## src/rtl/rfts_pkg.sv

```systemverilog
// shared types, codes and helpers of the flow-table switch
// no dependencies
package rfts_pkg;

	localparam int ENTRIES_DEF = 16;
	localparam int IDX_W       = 8;
	localparam int COUNT_W     = 16;
	localparam int ADDR_W      = 10;
	localparam int CFG_IDX_W   = 2;
	localparam logic [COUNT_W-1:0] COUNT_MAX = '1;

	typedef enum logic [2:0] {
		ACT_TRAFFIC  = 3'd0,
		ACT_ADD_FWD  = 3'd1,
		ACT_ADD_DROP = 3'd2,
		ACT_RELAY    = 3'd3,
		ACT_ACK      = 3'd4
	} action_t;

	typedef enum logic [2:0] {
		DEC_NONE  = 3'd0,
		DEC_HOLD  = 3'd1,
		DEC_ADMIT = 3'd2,
		DEC_RELAY = 3'd3,
		DEC_QUERY = 3'd4,
		DEC_DROP  = 3'd5,
		DEC_FULL  = 3'd6
	} decision_t;

	typedef enum logic [1:0] {
		MODE_DISC = 2'd0,
		MODE_CONN = 2'd1,
		MODE_WAIT = 2'd2
	} mode_t;

	localparam logic [1:0] PORT_NONE  = 2'd0;
	localparam logic [1:0] PORT_LEFT  = 2'd1;
	localparam logic [1:0] PORT_RIGHT = 2'd2;
	localparam logic [1:0] PORT_LOCAL = 2'd3;

	localparam logic [CFG_IDX_W-1:0] CFG_SWITCH_ID = 2'd0;
	localparam logic [CFG_IDX_W-1:0] CFG_OWN_LOW   = 2'd1;
	localparam logic [CFG_IDX_W-1:0] CFG_OWN_HIGH  = 2'd2;

	// what the back end does with a command
	typedef enum logic [1:0] {
		OP_NONE  = 2'd0,
		OP_LOCAL = 2'd1,
		OP_HIT   = 2'd2,
		OP_SET   = 2'd3
	} op_t;

	typedef struct packed {
		op_t              op;
		decision_t        decision;
		logic [1:0]       port;
		logic [IDX_W-1:0] idx;
		logic             is_drop;
		mode_t            mode;
	} cmd_t;

	function automatic logic [COUNT_W-1:0] sat_inc(input logic [COUNT_W-1:0] c);
		return (c == COUNT_MAX) ? COUNT_MAX : c + 1'b1;
	endfunction

endpackage

```

## src/rtl/rfts_ifs.sv

```systemverilog
// valid/ready channel interfaces of the flow-table switch
// depends on rfts_pkg
interface rfts_in_if;
	logic                               valid;
	logic                               ready;
	logic [2:0]                         action;
	logic [2:0]                         target_switch;
	logic [rfts_pkg::ADDR_W-1:0]        dest_ip;
	logic [rfts_pkg::ADDR_W-1:0]        range_low;
	logic [rfts_pkg::ADDR_W-1:0]        range_high;
	modport source(output valid, action, target_switch, dest_ip, range_low, range_high,
		input ready);
	modport sink(input valid, action, target_switch, dest_ip, range_low, range_high,
		output ready);
endinterface

interface rfts_out_if;
	logic                          valid;
	logic                          ready;
	logic [2:0]                    decision;
	logic [1:0]                    port;
	logic [3:0]                    entry_index;
	logic [rfts_pkg::COUNT_W-1:0]  entry_count;
	logic [1:0]                    mode;
	modport source(output valid, decision, port, entry_index, entry_count, mode,
		input ready);
	modport sink(input valid, decision, port, entry_index, entry_count, mode,
		output ready);
endinterface

```

## src/rtl/rfts_front.sv

```systemverilog
// front end: takes items, range lookup, mode and rule allocation, issues commands
// depends on rfts_pkg and rfts_in_if
module rfts_front #(
	parameter int ENTRIES = rfts_pkg::ENTRIES_DEF
) (
	input  logic                        clk,
	input  logic                        arst_n,
	rfts_in_if.sink                     item,
	input  logic [2:0]                  switch_id,
	input  logic [rfts_pkg::ADDR_W-1:0] own_low,
	input  logic [rfts_pkg::ADDR_W-1:0] own_high,
	output rfts_pkg::cmd_t              cmd,
	output logic                        cmd_valid,
	input  logic                        cmd_ready
);
	localparam int IW = $clog2(ENTRIES);
	localparam int UW = $clog2(ENTRIES + 1);

	logic                        busy_q;
	rfts_pkg::mode_t             mode_q;
	logic [UW-1:0]               used_q;
	logic [rfts_pkg::ADDR_W-1:0] rule_lo_q [ENTRIES];
	logic [rfts_pkg::ADDR_W-1:0] rule_hi_q [ENTRIES];

	logic [2:0]                  act_s1;
	logic [2:0]                  tgt_s1;
	logic [rfts_pkg::ADDR_W-1:0] dest_s1;
	logic [rfts_pkg::ADDR_W-1:0] lo_s1;
	logic [rfts_pkg::ADDR_W-1:0] hi_s1;
	logic [ENTRIES-1:0]          hit_s1;

	logic [ENTRIES-1:0]          hit_c;
	logic [ENTRIES-1:0]          hit_low;
	logic [IW-1:0]               hit_idx;
	logic                        own_hit;
	logic                        full;
	logic                        add_en;
	logic                        fire;
	rfts_pkg::mode_t             mode_d;
	rfts_pkg::cmd_t              cmd_c;

	assign item.ready = !busy_q;
	assign cmd_valid  = busy_q;
	assign cmd        = cmd_c;
	assign fire       = busy_q && cmd_ready;

	// compare the arriving address against every learned rule lane
	always_comb begin
		for (int i = 0; i < ENTRIES; i++) begin
			hit_c[i] = (i != 0) && (UW'(i) < used_q) &&
				(rule_lo_q[i] <= item.dest_ip) && (item.dest_ip <= rule_hi_q[i]);
		end
	end

	// first match: isolate lowest set bit, then encode
	always_comb begin
		hit_low = hit_s1 & (~hit_s1 + 1'b1);
		hit_idx = '0;
		for (int i = 0; i < ENTRIES; i++) begin
			hit_idx = hit_idx | (hit_low[i] ? IW'(i) : '0);
		end
	end

	assign own_hit = (own_low <= dest_s1) && (dest_s1 <= own_high);
	assign full    = used_q >= UW'(ENTRIES);

	// classify the held item
	always_comb begin
		cmd_c          = '0;
		cmd_c.op       = rfts_pkg::OP_NONE;
		cmd_c.decision = rfts_pkg::DEC_NONE;
		cmd_c.port     = rfts_pkg::PORT_NONE;
		mode_d         = mode_q;
		add_en         = 1'b0;
		unique case (act_s1)
			rfts_pkg::ACT_TRAFFIC: begin
				priority if (mode_q != rfts_pkg::MODE_CONN) begin
					cmd_c.decision = rfts_pkg::DEC_HOLD;
				end else if (tgt_s1 != switch_id) begin
					cmd_c.decision = rfts_pkg::DEC_NONE;
				end else if (own_hit) begin
					cmd_c.op = rfts_pkg::OP_LOCAL;
				end else if (|hit_s1) begin
					cmd_c.op  = rfts_pkg::OP_HIT;
					cmd_c.idx = rfts_pkg::IDX_W'(hit_idx);
				end else begin
					mode_d         = rfts_pkg::MODE_WAIT;
					cmd_c.decision = rfts_pkg::DEC_QUERY;
				end
			end
			rfts_pkg::ACT_ADD_FWD, rfts_pkg::ACT_ADD_DROP: begin
				mode_d = rfts_pkg::MODE_CONN;
				if (full) begin
					cmd_c.decision = rfts_pkg::DEC_FULL;
				end else begin
					add_en        = 1'b1;
					cmd_c.op      = rfts_pkg::OP_SET;
					cmd_c.idx     = rfts_pkg::IDX_W'(used_q);
					cmd_c.is_drop = (act_s1 == rfts_pkg::ACT_ADD_DROP);
					if (act_s1 == rfts_pkg::ACT_ADD_DROP) begin
						cmd_c.port = rfts_pkg::PORT_NONE;
					end else if (tgt_s1 == switch_id) begin
						cmd_c.port = rfts_pkg::PORT_RIGHT;
					end else begin
						cmd_c.port = rfts_pkg::PORT_LEFT;
					end
				end
			end
			rfts_pkg::ACT_RELAY: begin
				cmd_c.op = rfts_pkg::OP_LOCAL;
			end
			rfts_pkg::ACT_ACK: begin
				mode_d = rfts_pkg::MODE_CONN;
			end
			default: begin
				cmd_c.decision = rfts_pkg::DEC_NONE;
			end
		endcase
		cmd_c.mode = mode_d;
	end

	// control state
	always_ff @(posedge clk or negedge arst_n) begin
		if (!arst_n) begin
			busy_q <= 1'b0;
			mode_q <= rfts_pkg::MODE_DISC;
			used_q <= UW'(1);
		end else begin
			if (item.valid && item.ready) begin
				busy_q <= 1'b1;
			end else if (fire) begin
				busy_q <= 1'b0;
			end
			if (fire) begin
				mode_q <= mode_d;
				if (add_en) begin
					used_q <= used_q + 1'b1;
				end
			end
		end
	end

	// held item and its match vector
	always_ff @(posedge clk) begin
		if (item.valid && item.ready) begin
			act_s1  <= item.action;
			tgt_s1  <= item.target_switch;
			dest_s1 <= item.dest_ip;
			lo_s1   <= item.range_low;
			hi_s1   <= item.range_high;
			hit_s1  <= hit_c;
		end
	end

	// rule range lanes
	always_ff @(posedge clk) begin
		if (fire && add_en) begin
			if (act_s1 == rfts_pkg::ACT_ADD_DROP) begin
				rule_lo_q[used_q[IW-1:0]] <= dest_s1;
				rule_hi_q[used_q[IW-1:0]] <= dest_s1;
			end else begin
				rule_lo_q[used_q[IW-1:0]] <= lo_s1;
				rule_hi_q[used_q[IW-1:0]] <= hi_s1;
			end
		end
	end

endmodule

```

## src/rtl/rfts_queue.sv

```systemverilog
// two-entry command queue between front and back end
// depends on rfts_pkg
module rfts_queue (
	input  logic           clk,
	input  logic           arst_n,
	input  rfts_pkg::cmd_t wr_cmd,
	input  logic           wr_valid,
	output logic           wr_ready,
	output rfts_pkg::cmd_t rd_cmd,
	output logic           rd_valid,
	input  logic           rd_ready
);
	rfts_pkg::cmd_t slot_q [2];
	logic           wr_ptr_q;
	logic           rd_ptr_q;
	logic [1:0]     cnt_q;
	logic           push;
	logic           pop;

	assign wr_ready = cnt_q != 2'd2;
	assign rd_valid = cnt_q != 2'd0;
	assign rd_cmd   = slot_q[rd_ptr_q];
	assign push     = wr_valid && wr_ready;
	assign pop      = rd_valid && rd_ready;

	// pointers and fill level
	always_ff @(posedge clk or negedge arst_n) begin
		if (!arst_n) begin
			wr_ptr_q <= 1'b0;
			rd_ptr_q <= 1'b0;
			cnt_q    <= 2'd0;
		end else begin
			if (push) begin
				wr_ptr_q <= !wr_ptr_q;
			end
			if (pop) begin
				rd_ptr_q <= !rd_ptr_q;
			end
			if (push && !pop) begin
				cnt_q <= cnt_q + 1'b1;
			end else if (pop && !push) begin
				cnt_q <= cnt_q - 1'b1;
			end
		end
	end

	// slots
	always_ff @(posedge clk) begin
		if (push) begin
			slot_q[wr_ptr_q] <= wr_cmd;
		end
	end

endmodule

```

## src/rtl/rfts_back.sv

```systemverilog
// back end: count read-modify-write, rule action memory and result register
// depends on rfts_pkg and rfts_out_if
module rfts_back #(
	parameter int ENTRIES = rfts_pkg::ENTRIES_DEF
) (
	input  logic           clk,
	input  logic           arst_n,
	input  rfts_pkg::cmd_t cmd,
	input  logic           cmd_valid,
	output logic           cmd_ready,
	rfts_out_if.source     result
);
	localparam int IW = $clog2(ENTRIES);
	localparam int MW = rfts_pkg::COUNT_W + 3;

	// per rule word: drop flag, port, count
	logic [MW-1:0]                rule_mem [ENTRIES];
	logic [MW-1:0]                rd_q;
	logic                         busy_q;
	rfts_pkg::cmd_t               cmd_s1;
	logic [rfts_pkg::COUNT_W-1:0] local_q;

	logic                         out_valid_q;
	logic [2:0]                   dec_q;
	logic [1:0]                   port_q;
	logic [3:0]                   idx_q;
	logic [rfts_pkg::COUNT_W-1:0] cnt_q;
	logic [1:0]                   mode_q;

	logic                         pop;
	logic                         done;
	logic                         wr_en;
	logic [MW-1:0]                wr_data;
	logic [2:0]                   dec_c;
	logic [1:0]                   port_c;
	logic [3:0]                   idx_c;
	logic [rfts_pkg::COUNT_W-1:0] cnt_c;
	logic [rfts_pkg::COUNT_W-1:0] rule_inc;

	assign cmd_ready   = !busy_q;
	assign pop         = cmd_valid && cmd_ready;
	assign done        = busy_q && (!out_valid_q || result.ready);
	assign rule_inc    = rfts_pkg::sat_inc(rd_q[rfts_pkg::COUNT_W-1:0]);

	assign result.valid       = out_valid_q;
	assign result.decision    = dec_q;
	assign result.port        = port_q;
	assign result.entry_index = idx_q;
	assign result.entry_count = cnt_q;
	assign result.mode        = mode_q;

	// carry out the command
	always_comb begin
		dec_c   = cmd_s1.decision;
		port_c  = rfts_pkg::PORT_NONE;
		idx_c   = '0;
		cnt_c   = '0;
		wr_en   = 1'b0;
		wr_data = rd_q;
		unique case (cmd_s1.op)
			rfts_pkg::OP_LOCAL: begin
				dec_c  = rfts_pkg::DEC_ADMIT;
				port_c = rfts_pkg::PORT_LOCAL;
				cnt_c  = rfts_pkg::sat_inc(local_q);
			end
			rfts_pkg::OP_HIT: begin
				wr_en   = 1'b1;
				wr_data = {rd_q[MW-1:rfts_pkg::COUNT_W], rule_inc};
				idx_c   = 4'(cmd_s1.idx);
				cnt_c   = rule_inc;
				if (rd_q[MW-1]) begin
					dec_c = rfts_pkg::DEC_DROP;
				end else begin
					dec_c  = rfts_pkg::DEC_RELAY;
					port_c = rd_q[MW-2:rfts_pkg::COUNT_W];
				end
			end
			rfts_pkg::OP_SET: begin
				wr_en   = 1'b1;
				wr_data = {cmd_s1.is_drop, cmd_s1.port, rfts_pkg::COUNT_W'(1)};
				idx_c   = 4'(cmd_s1.idx);
				cnt_c   = rfts_pkg::COUNT_W'(1);
				port_c  = cmd_s1.port;
				dec_c   = cmd_s1.is_drop ? rfts_pkg::DEC_DROP : rfts_pkg::DEC_RELAY;
			end
			default: begin
				dec_c = cmd_s1.decision;
			end
		endcase
	end

	// control and local count
	always_ff @(posedge clk or negedge arst_n) begin
		if (!arst_n) begin
			busy_q      <= 1'b0;
			out_valid_q <= 1'b0;
			local_q     <= '0;
		end else begin
			if (pop) begin
				busy_q <= 1'b1;
			end else if (done) begin
				busy_q <= 1'b0;
			end
			if (done) begin
				out_valid_q <= 1'b1;
			end else if (result.ready) begin
				out_valid_q <= 1'b0;
			end
			if (done && cmd_s1.op == rfts_pkg::OP_LOCAL) begin
				local_q <= cnt_c;
			end
		end
	end

	// command and result beat registers
	always_ff @(posedge clk) begin
		if (pop) begin
			cmd_s1 <= cmd;
		end
		if (done) begin
			dec_q  <= dec_c;
			port_q <= port_c;
			idx_q  <= idx_c;
			cnt_q  <= cnt_c;
			mode_q <= cmd_s1.mode;
		end
	end

	// rule memory, one read and one write port
	always_ff @(posedge clk) begin
		if (pop) begin
			rd_q <= rule_mem[cmd.idx[IW-1:0]];
		end
		if (done && wr_en) begin
			rule_mem[cmd_s1.idx[IW-1:0]] <= wr_data;
		end
	end

endmodule

```

## src/rtl/range_flow_table_switch.sv

```systemverilog
// top level of the flow-table switch: configuration registers, front, queue, back
// depends on rfts_pkg, rfts_ifs, rfts_front, rfts_queue, rfts_back
//
// channel  | dir | beat
// item     | in  | action, target_switch, dest_ip, range_low, range_high
// result   | out | decision, port, entry_index, entry_count, mode
// cfg      | in  | cfg_wr_en, cfg_index, cfg_data (write only)
//
// the front compares an item against all rule lanes as it takes it, then classifies
// it and pushes it into the two-entry queue before it takes the next item
// the back does the rule memory read-modify-write before it takes the next command
// a result passes the held item, queue slot, back command and result registers
// reset clears mode and local count and sets rule count to one; rule memory needs
// no clearing pass; each side runs alone while the queue has room or holds commands
module range_flow_table_switch #(
	parameter int ENTRIES = rfts_pkg::ENTRIES_DEF
) (
	input  logic                           clk,
	input  logic                           arst_n,
	rfts_in_if.sink                        item,
	rfts_out_if.source                     result,
	input  logic                           cfg_wr_en,
	input  logic [rfts_pkg::CFG_IDX_W-1:0] cfg_index,
	input  logic [rfts_pkg::ADDR_W-1:0]    cfg_data
);
	logic [2:0]                  switch_id_q;
	logic [rfts_pkg::ADDR_W-1:0] own_low_q;
	logic [rfts_pkg::ADDR_W-1:0] own_high_q;

	rfts_pkg::cmd_t f_cmd;
	logic           f_valid;
	logic           f_ready;
	rfts_pkg::cmd_t b_cmd;
	logic           b_valid;
	logic           b_ready;

	// configuration registers
	always_ff @(posedge clk or negedge arst_n) begin
		if (!arst_n) begin
			switch_id_q <= 3'd1;
			own_low_q   <= '0;
			own_high_q  <= rfts_pkg::ADDR_W'(1000);
		end else if (cfg_wr_en) begin
			unique case (cfg_index)
				rfts_pkg::CFG_SWITCH_ID: switch_id_q <= cfg_data[2:0];
				rfts_pkg::CFG_OWN_LOW:   own_low_q   <= cfg_data;
				rfts_pkg::CFG_OWN_HIGH:  own_high_q  <= cfg_data;
				default: begin
				end
			endcase
		end
	end

	rfts_front #(.ENTRIES(ENTRIES)) u_front (
		.clk       (clk),
		.arst_n    (arst_n),
		.item      (item),
		.switch_id (switch_id_q),
		.own_low   (own_low_q),
		.own_high  (own_high_q),
		.cmd       (f_cmd),
		.cmd_valid (f_valid),
		.cmd_ready (f_ready)
	);

	rfts_queue u_queue (
		.clk      (clk),
		.arst_n   (arst_n),
		.wr_cmd   (f_cmd),
		.wr_valid (f_valid),
		.wr_ready (f_ready),
		.rd_cmd   (b_cmd),
		.rd_valid (b_valid),
		.rd_ready (b_ready)
	);

	rfts_back #(.ENTRIES(ENTRIES)) u_back (
		.clk       (clk),
		.arst_n    (arst_n),
		.cmd       (b_cmd),
		.cmd_valid (b_valid),
		.cmd_ready (b_ready),
		.result    (result)
	);

endmodule

```

## src/flat_wrapper.sv

```systemverilog
// flat-port wrapper written by rule: the top's interface ports become plain ports
module range_flow_table_switch_flat 
#(
	parameter int ENTRIES = rfts_pkg::ENTRIES_DEF
)
  (clk, arst_n, cfg_wr_en, cfg_index, cfg_data, item_valid, item_action, item_target_switch, item_dest_ip, item_range_low, item_range_high, item_ready, result_valid, result_decision, result_port, result_entry_index, result_entry_count, result_mode, result_ready);
  rfts_in_if item_i ();
  rfts_out_if result_i ();
  input  logic clk;
  input  logic arst_n;
  input  logic cfg_wr_en;
  input  logic [rfts_pkg::CFG_IDX_W-1:0] cfg_index;
  input  logic [rfts_pkg::ADDR_W-1:0] cfg_data;
  input wire logic [$bits(item_i.valid)-1:0] item_valid;
  input wire logic [$bits(item_i.action)-1:0] item_action;
  input wire logic [$bits(item_i.target_switch)-1:0] item_target_switch;
  input wire logic [$bits(item_i.dest_ip)-1:0] item_dest_ip;
  input wire logic [$bits(item_i.range_low)-1:0] item_range_low;
  input wire logic [$bits(item_i.range_high)-1:0] item_range_high;
  output wire logic [$bits(item_i.ready)-1:0] item_ready;
  output wire logic [$bits(result_i.valid)-1:0] result_valid;
  output wire logic [$bits(result_i.decision)-1:0] result_decision;
  output wire logic [$bits(result_i.port)-1:0] result_port;
  output wire logic [$bits(result_i.entry_index)-1:0] result_entry_index;
  output wire logic [$bits(result_i.entry_count)-1:0] result_entry_count;
  output wire logic [$bits(result_i.mode)-1:0] result_mode;
  input wire logic [$bits(result_i.ready)-1:0] result_ready;
  assign item_i.valid = item_valid;
  assign item_i.action = item_action;
  assign item_i.target_switch = item_target_switch;
  assign item_i.dest_ip = item_dest_ip;
  assign item_i.range_low = item_range_low;
  assign item_i.range_high = item_range_high;
  assign item_ready = item_i.ready;
  assign result_valid = result_i.valid;
  assign result_decision = result_i.decision;
  assign result_port = result_i.port;
  assign result_entry_index = result_i.entry_index;
  assign result_entry_count = result_i.entry_count;
  assign result_mode = result_i.mode;
  assign result_i.ready = result_ready;
  range_flow_table_switch #(.ENTRIES(ENTRIES)) u_core (.clk(clk), .arst_n(arst_n), .item(item_i), .result(result_i), .cfg_wr_en(cfg_wr_en), .cfg_index(cfg_index), .cfg_data(cfg_data));
endmodule
```

## config.mk

```make
export PLATFORM = sky130hd
export DESIGN_NAME = range_flow_table_switch_flat
export DESIGN_NICKNAME = d
export VERILOG_FILES = /design/src/rtl/rfts_pkg.sv /design/src/rtl/rfts_ifs.sv /design/src/rtl/rfts_front.sv /design/src/rtl/rfts_queue.sv /design/src/rtl/rfts_back.sv /design/src/rtl/range_flow_table_switch.sv /design/src/flat_wrapper.sv
export SDC_FILE = /design/constraint.sdc
export NUM_CORES = 1
export LEC_CHECK = 0
export BUFFER_PORTS_ARGS = -buffer_cell sky130_fd_sc_hd__buf_2
export CAP_MARGIN = 5
export CORE_ASPECT_RATIO = 1.4
export CORE_MARGIN = 2
export CORE_UTILIZATION = 60
export DETAILED_ROUTE_END_ITERATION = 6
export PLACE_DENSITY_LB_ADDON = 0.25
export SLEW_MARGIN = 20
export SYNTH_ARGS = -nofsm -noshare
export SYNTH_HDL_FRONTEND = slang
export SYNTH_SLANG_ARGS = --single-unit
```

## constraint.sdc

```tcl
create_clock -name clk -period 5.76 [get_ports clk]
set_clock_uncertainty 0.15 [all_clocks]
set_input_delay 0.288 -clock clk [delete_from_list [all_inputs] [get_ports clk]]
set_output_delay 0.288 -clock clk [all_outputs]
set_load 0.02 [all_outputs]
```

# ---- Word-level counts from Yosys, hierarchy flattened
# Memory sizes are Yosys's and may differ from the RTL's. A register that Yosys moved wholly into a read port is not among the register bits.
# Cells that the tools add are included.
dict set report totals {
  output_inout_bits 29
  latchBits 0
  ff_bits 145
  word_cells 257
  rom_bits 0
  ramBits 660
  n_memories 4
}
# memory depth word_bits rd rd_ports_with_merged_regs wr line
set memory_table {}
lappend memory_table {u_core.u_back.rule_mem 16 19 1 1 1 rfts_back.sv:17} ;# logic [MW-1:0] rule_mem [ENTRIES];
lappend memory_table {u_core.u_front.rule_hi_q 16 10 15 0 1 rfts_front.sv:23} ;# logic [rfts_pkg::ADDR_W-1:0] rule_hi_q [ENTRIES];
lappend memory_table {u_core.u_front.rule_lo_q 16 10 15 0 1 rfts_front.sv:22} ;# logic [rfts_pkg::ADDR_W-1:0] rule_lo_q [ENTRIES];
lappend memory_table {u_core.u_queue.slot_q 2 18 1 0 1 rfts_queue.sv:13} ;# rfts_pkg::cmd_t slot_q [2];
dict set report classes {
  multipliers 0
  n_addsub 6
  shifts 0
  reduce_logical 63
  eq_ne 15
  magnitude_cmp 48
  muxes 74
  bitwise 18
  div 0
}
# operator count
set op_table {}
lappend op_table {{$le 10x10->1} 32}
lappend op_table {{$add 16x1->16 const B} 3}
lappend op_table {{$mux 4} 12}
lappend op_table {{$pmux 16 s3} 1}
lappend op_table {{$logic_and 1x1->1} 40}
lappend op_table {{$lt 4x5->1 const A} 8}
lappend op_table {{$pmux 19 s2} 1}
lappend op_table {{$mux 2} 17}
lappend op_table {{$mux 3} 11}
lappend op_table {{$eq 16x16->1 const B} 2}
lappend op_table {{$mux 16} 2}
lappend op_table {{$or 4x4->4} 7}
lappend op_table {{$mux 1} 21}
lappend op_table {{$lt 3x5->1 const A} 4}
lappend op_table {{$mux 10} 2}
lappend op_table {{$and 16x16->16} 1}
lappend op_table {{$not 16->16} 1}
lappend op_table {{$pmux 8 s2} 1}
lappend op_table {{$reduce_or 15->1} 1}
lappend op_table {{$pmux 2 s3} 2}
lappend op_table {{$mux 11} 1}
lappend op_table {{$lt 2x5->1 const A} 2}
lappend op_table {{$reduce_bool 2->1} 5}
lappend op_table {{$or 3x3->3} 3}
lappend op_table {{other kinds (29)} 44}

# ---- Logic depth before layout (Yosys ltp)
# Gate-level depths: netlist of the first run.
dict set report depth {
  word_depth 23
  depth_mapped 9
}

# ---- By module
# A second synthesis of the first run with hierarchy kept.
dict set report unflattened {
  hier_cells 2435
  hier_area_um2 37402.1
}
# module cells_each instances area_per_inst_um2 seq_area_each_um2
set by_module_without_submodules {}
lappend by_module_without_submodules {rfts_front 1505 1 19512.5 10741.6}
lappend by_module_without_submodules {rfts_back 805 1 15378.5 11380.9}
lappend by_module_without_submodules {rfts_queue 74 1 1542.7 1181.1}
lappend by_module_without_submodules {range_flow_table_switch 51 1 968.4 584.3}

# ---- Worst setup path after synthesis of the first run
# OpenSTA, ideal clock, no wires.
dict set report synth_path {
  path_type {register to register}
  start {register u_core.u_front.act_s1[0]}
  end {memory u_core.u_front.rule_hi_q[1][0] in the netlist's numbering, enable pin}
  stages_incl_launch_ff 6
  setup_ps 455
  path_buffers 1
  path_slack_ps 1908
  required_ps 5155
  synth_period_minus_slack_ps 3852
  arrival_time_ps 3247
  path_cell_list {edfxtp_1 -> buf_2 -> xnor2_1 -> nor3_2 -> nand2_1 -> nor4b_1}
}
dict set report synth_via {
  elab_chain_cells 7
  elab_cells_between_ends 12
  classes_between {eq/ne (2); mux (7); bitwise (1); reduce/logical (2)}
}
# item line
set synth_lines {}
lappend synth_lines {{start, declared} rfts_front.sv:25} ;# logic [2:0] act_s1;
lappend synth_lines {{start signal, assigned} rfts_front.sv:146} ;# act_s1 <= item.action;
lappend synth_lines {{$eq 3x2->1 or $eq 3x1->1 (tied branches)} {rfts_front.sv:75, rfts_front.sv:158}}
lappend synth_lines {{$reduce_or 2->1} rfts_front.sv:75} ;# unique case (act_s1)
lappend synth_lines {{$mux 1} rfts_front.sv:75}
lappend synth_lines {{$logic_and 1x1->1} rfts_front.sv:157} ;# if (fire && add_en) begin
lappend synth_lines {{$mux 1} rfts_front.sv:157}
lappend synth_lines {{$mux 1, on equally long branches} {rfts_front.sv:160, rfts_front.sv:163}}
lappend synth_lines {{$or 1x1->1 (no source line) *} -}
lappend synth_lines {{end, declared} rfts_front.sv:23}
# Every way passes the cells marked *; elsewhere a longest branch is shown, timed or not.

# ---- Final worst setup path of the first run
dict set report layout_path {
  start {register u_core.u_queue.rd_ptr_q}
  end {register u_core.u_back.rd_q[9], read port of u_core.u_back.rule_mem, data pin}
}
dict set report layout_via {
  elab_chain_cells 1
}
# item line
set layout_lines {}
lappend layout_lines {{start, declared} rfts_queue.sv:15} ;# logic rd_ptr_q;
lappend layout_lines {{start signal, assigned} rfts_queue.sv:37} ;# rd_ptr_q <= !rd_ptr_q;
lappend layout_lines {{$mem_v2 2x18} -}
lappend layout_lines {{end, declared} rfts_back.sv:18} ;# logic [MW-1:0] rd_q;
# No other way between the ends.
# A chain may end at the register's enable or synchronous reset.

==> qor.csv, run 1 <==
metric,value,unit
Hold WS,0.0478,ns
Hold Crit Depth,2,
CP Data Arrival Time,3.96,ns
Clock Sinks,796,
row count,108,
adder and majority cell fraction of the synthesized area,10.9,%
via count of the first global-routing pass,25400,
vias after detailed routing,24500,
outcome,"complete, no violations",
final instance area,0.0418,mm^2
fraction of final layout cells sized beyond drive strength 1,11.4,%
worst setup slack for register-to-register paths,1.94,ns
drt initial violations,2072,
cell area reported after detailed placement,0.0389,mm^2
slowest cell on the critical path,a31oi_1,
Setup TNS Final,0,ns
total placed cells including tap cells,3780,
clk buf depth,3,
initial core utilization,60.5,%
routed wire length,96000,um
worst supply voltage drop on vdd,0.370,mV
worst flop-to-flop path startpoint,u_core.u_queue.rd_ptr_q,
largest net degree at the start of global routing,97,
FILL cells,4307,
data required time at the worst endpoint,5.90,ns
Sw Ratio,34.3,%
"Clk pin slew, worst setup/hold paths",0.06,ns
Max-slew headroom,25.1,%
total of warnings raised by yosys,0,
depth of the worst register-to-register path,8,
post-detailed-route wirelength per cell,24.2,um
clock root buffer master,clkbuf_16,
number of distinct library cell variants in the gate-level netlist after synthesis,74,
"Buf+Inv Stages, Crit Path",2,
number of cells on the critical path,8,
maximum capacitance violations,0,
Resized cells post-CTS,0,
area growth from synthesis to layout,11.8,%
final clock period utilization by the worst path,66.4,%
via count normalized by instance count,6.20,
most frequent cells in the layout,"edfxtp_1 (743), nand2_1 (381), ha_1 (327)",
fraction of registers with async set/reset,6.66,%
internal power contribution,11.9,mW
beginning of the worst hold path,item_dest_ip[3],
number of max-slew violations in the final report,0,
setup repair after global routing missed its margin,false,
Leakage,16.3,nW
y dimension of the die,299,um
crit path cell chain,"buf_4, mux2i_4, buf_4, nand2_1, and3_1, a311oi_1, a311oi_1, a31oi_1",
worst r2r dst,u_core.u_back.rd_q[9],
first-pass iteration count of the detailed router,7,
relative contribution of sequential cells to total power,45.6,%
main combinational cell family by area after synthesis,simple AND/OR/NAND/NOR gates,
HP Class,primary input to flop,
critical path start-end classification,flop to flop,
Worst setup EP type,flop,
clock network fraction of design power,27.2,%
Detailed Place HPWL,61400,um
gate count after technology mapping,2915,
Max Clk Rate,262,MHz
Mapped Nets,3295,
crit path launch type,flop,
sequential cell area,0.0236,mm^2
total overflow reported by the global router,0,
compound-gate portion of the synthesized area,7.88,%
total area of multi-input combinational cells,0.0126,mm^2
Finished Layout Cells,3961,
"EDFF count, synth",743,
Post-Synth Simple-Gate Area,11.7,%
mux cell area share after synthesis,1.97,%
worst hold path endpoint,u_core.u_front.dest_s1[3],
Comb pwr share,27.2,%
number of top-level design ports,82,
minimum clock period,3.82,ns
horizontal die dimension,215,um
NetSw,6.22,mW
Final GP Congestion,0.956,
Final Hold Violating Endpoints,0,
Top Family by Delay on Critical Path,compound AO/OA/AOI/OAI gates,
Cell Pwr Density,434,mW/mm^2
quantity of I/O buffers inserted on ports,81,
antenna violations before repair,1,
predominant post-synthesis flop cell,edfxtp_1,
clock latency reported for the late side of the worst-skew pair,0.64,ns
Mean Syn Cell Area,12.8,um^2
global-route wire length before repair,146000,um
Final setup violation count,0,
post-synthesis sequential area ratio,63.3,%
die area,0.0643,mm^2
"commonest non-fill, non-tap cell in the layout",edfxtp_1,
fraction of synthesized cell area in xor and xnor cells,0.750,%
Core Area,0.0618,mm^2
Remaining DRCs,0,
CTS tree,done,
level count of the clock H-tree,3,
post-synthesis instance area,0.0374,mm^2
stage delay of the slowest cell on the critical path,0.74,ns
overall track demand over capacity in global routing,30.2,%
post-synthesis register bit count,796,
slew at the pin closest to its max-slew limit,1.12,ns
TritonCTS buffer count,77,
net count reported at finish,3456,
number of nets with antenna violations after routing,0,
Critical Path Fanout Max,78,
[synth_stat cells, types with 14 or more instances]
cell type / n / area (um^2)
o21ai_0: 89 / 445
nand3_1: 198 / 991
nand4_1: 52 / 325
o211ai_1: 20 / 150
ha_1: 327 / 4090
nor2_1: 104 / 390
nor3_1: 37 / 185
a211oi_1: 16 / 120
and3_1: 40 / 250
a31oi_1: 32 / 200
nor2b_1: 27 / 169
o21a_1: 26 / 195
buf_2: 42 / 210
a21o_1: 37 / 278
xor2_1: 14 / 123
clkbuf_1: 39 / 146
nand2_1: 381 / 1430
a21oi_1: 117 / 586
a311oi_1: 38 / 333
nand2b_1: 14 / 87.6
mux2_2: 54 / 608
inv_1: 226 / 848
edfxtp_1: 743 / 22300
xnor2_1: 18 / 158
dfrtp_1: 45 / 1130
[area by class of cell]
cell class,count,share of cell area [%]
multi-input cells,1799,30.1
diodes,2,0.0120
clock buffers,97,4.94
inverters,228,2.05
repair buffers,174,3.00
flip-flops and latches,796,56.6
well taps,825,2.47
clock inverters,40,0.838
[power groups by stage]
stage / clock [mW] / combinational [mW] / sequential (mW)
5_1_grt: 5.17 / 5.35 / 8.31
3_3_place_gp: 0 / 4.70 / 8.34
6_report: 4.93 / 4.94 / 8.26
2_1_floorplan: 0 / 3.06 / 8.22
3_5_place_dp: 0 / 4.86 / 8.37
4_1_cts: 4.96 / 4.91 / 8.25
[sequential cells by signal, indices dropped and copies added (netlist names), 14 cells and up]
| signal | cells |
|---|---|
| u_core.u_back.local_q | 16 |
| u_core.u_front.rule_lo_q | 150 |
| u_core.u_queue.slot_q | 28 |
| u_core.u_back.cmd_s1 | 14 |
| u_core.u_front.hit_s1 | 15 |
| u_core.u_back.rule_mem | 304 |
| u_core.u_back.rd_q | 19 |
| u_core.u_front.rule_hi_q | 150 |
| u_core.u_back.result.entry_count | 16 |
[how the worst max path moves through the flow]
stage                             startpoint                              to  slack (ns)
floorplan           u_core.u_front.act_s1[0]  u_core.u_front.rule_hi_q[1][0]        1.91
global placement     u_core.u_queue.rd_ptr_q           u_core.u_back.rd_q[9]        2.14
detailed placement   u_core.u_queue.rd_ptr_q           u_core.u_back.rd_q[9]        2.07
CTS                  u_core.u_queue.rd_ptr_q           u_core.u_back.rd_q[9]        2.03
global route         u_core.u_queue.rd_ptr_q          u_core.u_back.rd_q[10]        1.80
finish               u_core.u_queue.rd_ptr_q           u_core.u_back.rd_q[9]        1.94
[what timing repair did]
action                                 CTS  global route
buffers inserted                         0             0
endpoints found under the hold margin  100             0
hold buffers                            41             0
[kinds of logic after synthesis]
group,after synthesis
AO/OA/AOI/OAI,453
multiplexers,65
buffers and inverters,320
AND/OR/NAND/NOR,922
adder cells (fa/ha/maj),327
flip-flops,796
XOR/XNOR,32
[stage by stage]
step | utilization [%] | power [mW] | setup slack (ns)
global route | 67.7 | 18.8 | 1.80
detailed placement | 63.1 | 13.2 | 2.07
floorplan | - | 11.3 | 1.91
global placement | 62.9 | 13.0 | 2.14
finish | 67.7 | 18.1 | 1.94
CTS | 67.6 | 18.1 | 2.03
[per-layer routing]
metal  GRT usage, %  wire length [um]
met4           20.6              6740
met5              0                12
met3           4.01              5170
met2           54.3             50300
met1           33.2             33700
Power figures use the tool's default switching activity.
==> run 2: changes to the inputs <==
CORE_UTILIZATION = 57   (was 60)
clock period = 3.5 ns   (was 5.76 ns; I/O delays follow)
==> run 2 against run 1 <==
  * Clock-buffer cell count shrank 8
  * Maximum frequency rose by 21%
  * Sequential share of layout area is 1.2 points lower
  * Final cell count grew 2.7%
  * Hold slack gained 0.029 ns
  * Critical path type unchanged
  * Critical endpoint is now u_core.u_back.rd_q[7]
==> qor.csv, run 2 (synthesized netlist as in run 1, its figures left out) <==
metric,value,unit
outcome,"complete, no violations",
row count,111,
area growth from synthesis to layout,14.2,%
Max-slew headroom,25.2,%
CP Data Arrival Time,3.36,ns
maximum capacitance violations,0,
post-route core utilization,65.6,%
Cell Pwr Density,721,mW/mm^2
Final Hold Violating Endpoints,0,
post-detailed-route wirelength per cell,24.7,um
final instance area,0.0427,mm^2
"Buf+Inv Stages, Crit Path",1,
Max Clk Rate,315,MHz
quantity of I/O buffers inserted on ports,81,
Final GP Congestion,0.900,
clock latency reported for the late side of the worst-skew pair,0.65,ns
most frequent cells in the layout,"edfxtp_1 (743), nand2_1 (381), ha_1 (327)",
Power Total,30.8,mW
Leakage,16.8,nW
Critical Path Fanout Max,152,
number of top-level design ports,82,
fraction of final layout cells sized beyond drive strength 1,13.5,%
drt initial violations,2298,
antenna violations before repair,1,
largest net degree at the start of global routing,153,
global-route wire length before repair,151000,um
crit path cell chain,"mux2i_4, buf_12, nand2_1, and3_1, a311oi_1, a311oi_1, a31oi_1",
number of cells on the critical path,7,
via count of the first global-routing pass,25600,
stage delay of the slowest cell on the critical path,0.62,ns
critical path start-end classification,flop to flop,
"commonest non-fill, non-tap cell in the layout",edfxtp_1,
Clock Sinks,796,
level count of the clock H-tree,3,
Top Family by Delay on Critical Path,compound AO/OA/AOI/OAI gates,
Remaining DRCs,0,
Final WS setup,0.330,ns
number of nets with antenna violations after routing,0,
die area,0.0677,mm^2
Final setup violation count,0,
crit path launch type,flop,
initial core utilization,57.4,%
first-pass iteration count of the detailed router,6,
max reg flops,304,
via count normalized by instance count,6.12,
number of max-slew violations in the final report,0,
cell area reported after detailed placement,0.0395,mm^2
data required time at the worst endpoint,3.69,ns
Detailed Place HPWL,66700,um
vias after detailed routing,24900,
clk buf depth,3,
y dimension of the die,307,um
FILL cells,4670,
depth of the worst register-to-register path,7,
"worst slack, placed",0.433,ns
horizontal die dimension,220,um
clock root buffer master,clkbuf_16,
net count reported at finish,3537,
HP Class,primary input to async pin,
CTS tree,done,
setup repair after global routing missed its margin,false,
total area of multi-input combinational cells,0.0125,mm^2
number of setup buffers added after CTS,0,
minimum clock period,3.17,ns
routed wire length,101000,um
Worst setup EP type,flop,
slowest cell on the critical path,a31oi_1,
Finished Layout Cells,4069,
"Clk pin slew, worst setup/hold paths",0.07,ns
TritonCTS buffer count,77,
total overflow reported by the global router,0,
"most used cell, CP",a311oi_1,
overall track demand over capacity in global routing,30.3,%
sequential cell area,0.0236,mm^2
worst supply voltage drop on vdd,0.698,mV
Core Area,0.0651,mm^2
final clock period utilization by the worst path,90.6,%
slew at the pin closest to its max-slew limit,1.10,ns
total placed cells including tap cells,3873,
[run 2: timing repair]
item,in CTS,in global routing
hold buffers,52,0
endpoints found under the hold margin,95,0
resized for setup,0,0
[run 2: path summary, 6_finish.rpt]
path | startpoint | end | slack [ns]
max reg2reg | u_core.u_queue.rd_ptr_q | u_core.u_back.rd_q[7] | 0.33
min in group clk | item_target_switch[2] | u_core.u_front.tgt_s1[2] | 0.10
max | u_core.u_queue.rd_ptr_q | u_core.u_back.rd_q[7] | 0.33
max in group asynchronous | arst_n | u_core.switch_id_q[0] | 2.23
min | arst_n | u_core.u_back.local_q[14] | 0.08
min reg2reg | u_core.u_back.cmd_s1[0] | u_core.u_back.result.mode[0] | 0.28
[run 2: final cells by class]
cell class / count / area share (%)
Sequential cell: 796 / 55.4
Multi-Input combinational cell: 1799 / 29.4
Clock buffer: 89 / 4.66
Timing Repair Buffer: 255 / 4.52
Tap cell: 847 / 2.48
Inverter: 228 / 2.01
Clock inverter: 54 / 1.58
Antenna cell: 1 / 0.00586
[run 2: per-layer routing]
layer | up-vias | GRT usage, % | part of all wire, %
met5 | - | 0 | 0
met4 | 0 | 19.0 | 6.8
met3 | 326 | 4.30 | 5.3
met2 | 965 | 54.4 | 52
met1 | 12300 | 33.3 | 36
li1 | 11400 | - | -
[run 2: where the power goes]
group	internal [mW]	switching, mW
Clock	5.04	3.70
Sequential	12.7	0.847
Combinational	2.59	5.87
[run 2: through the flow]
| stage | hold WS (ns) | setup TNS [ns] |
|---|---|---|
| 3_5_place_dp | 0.203 | 0 |
| 6_report | 0.0769 | 0 |
| 2_1_floorplan | -0.271 | -14.07 |
| 4_1_cts | 0.0728 | 0 |
| 3_3_place_gp | 0.190 | 0 |
| 5_1_grt | 0.102 | 0 |
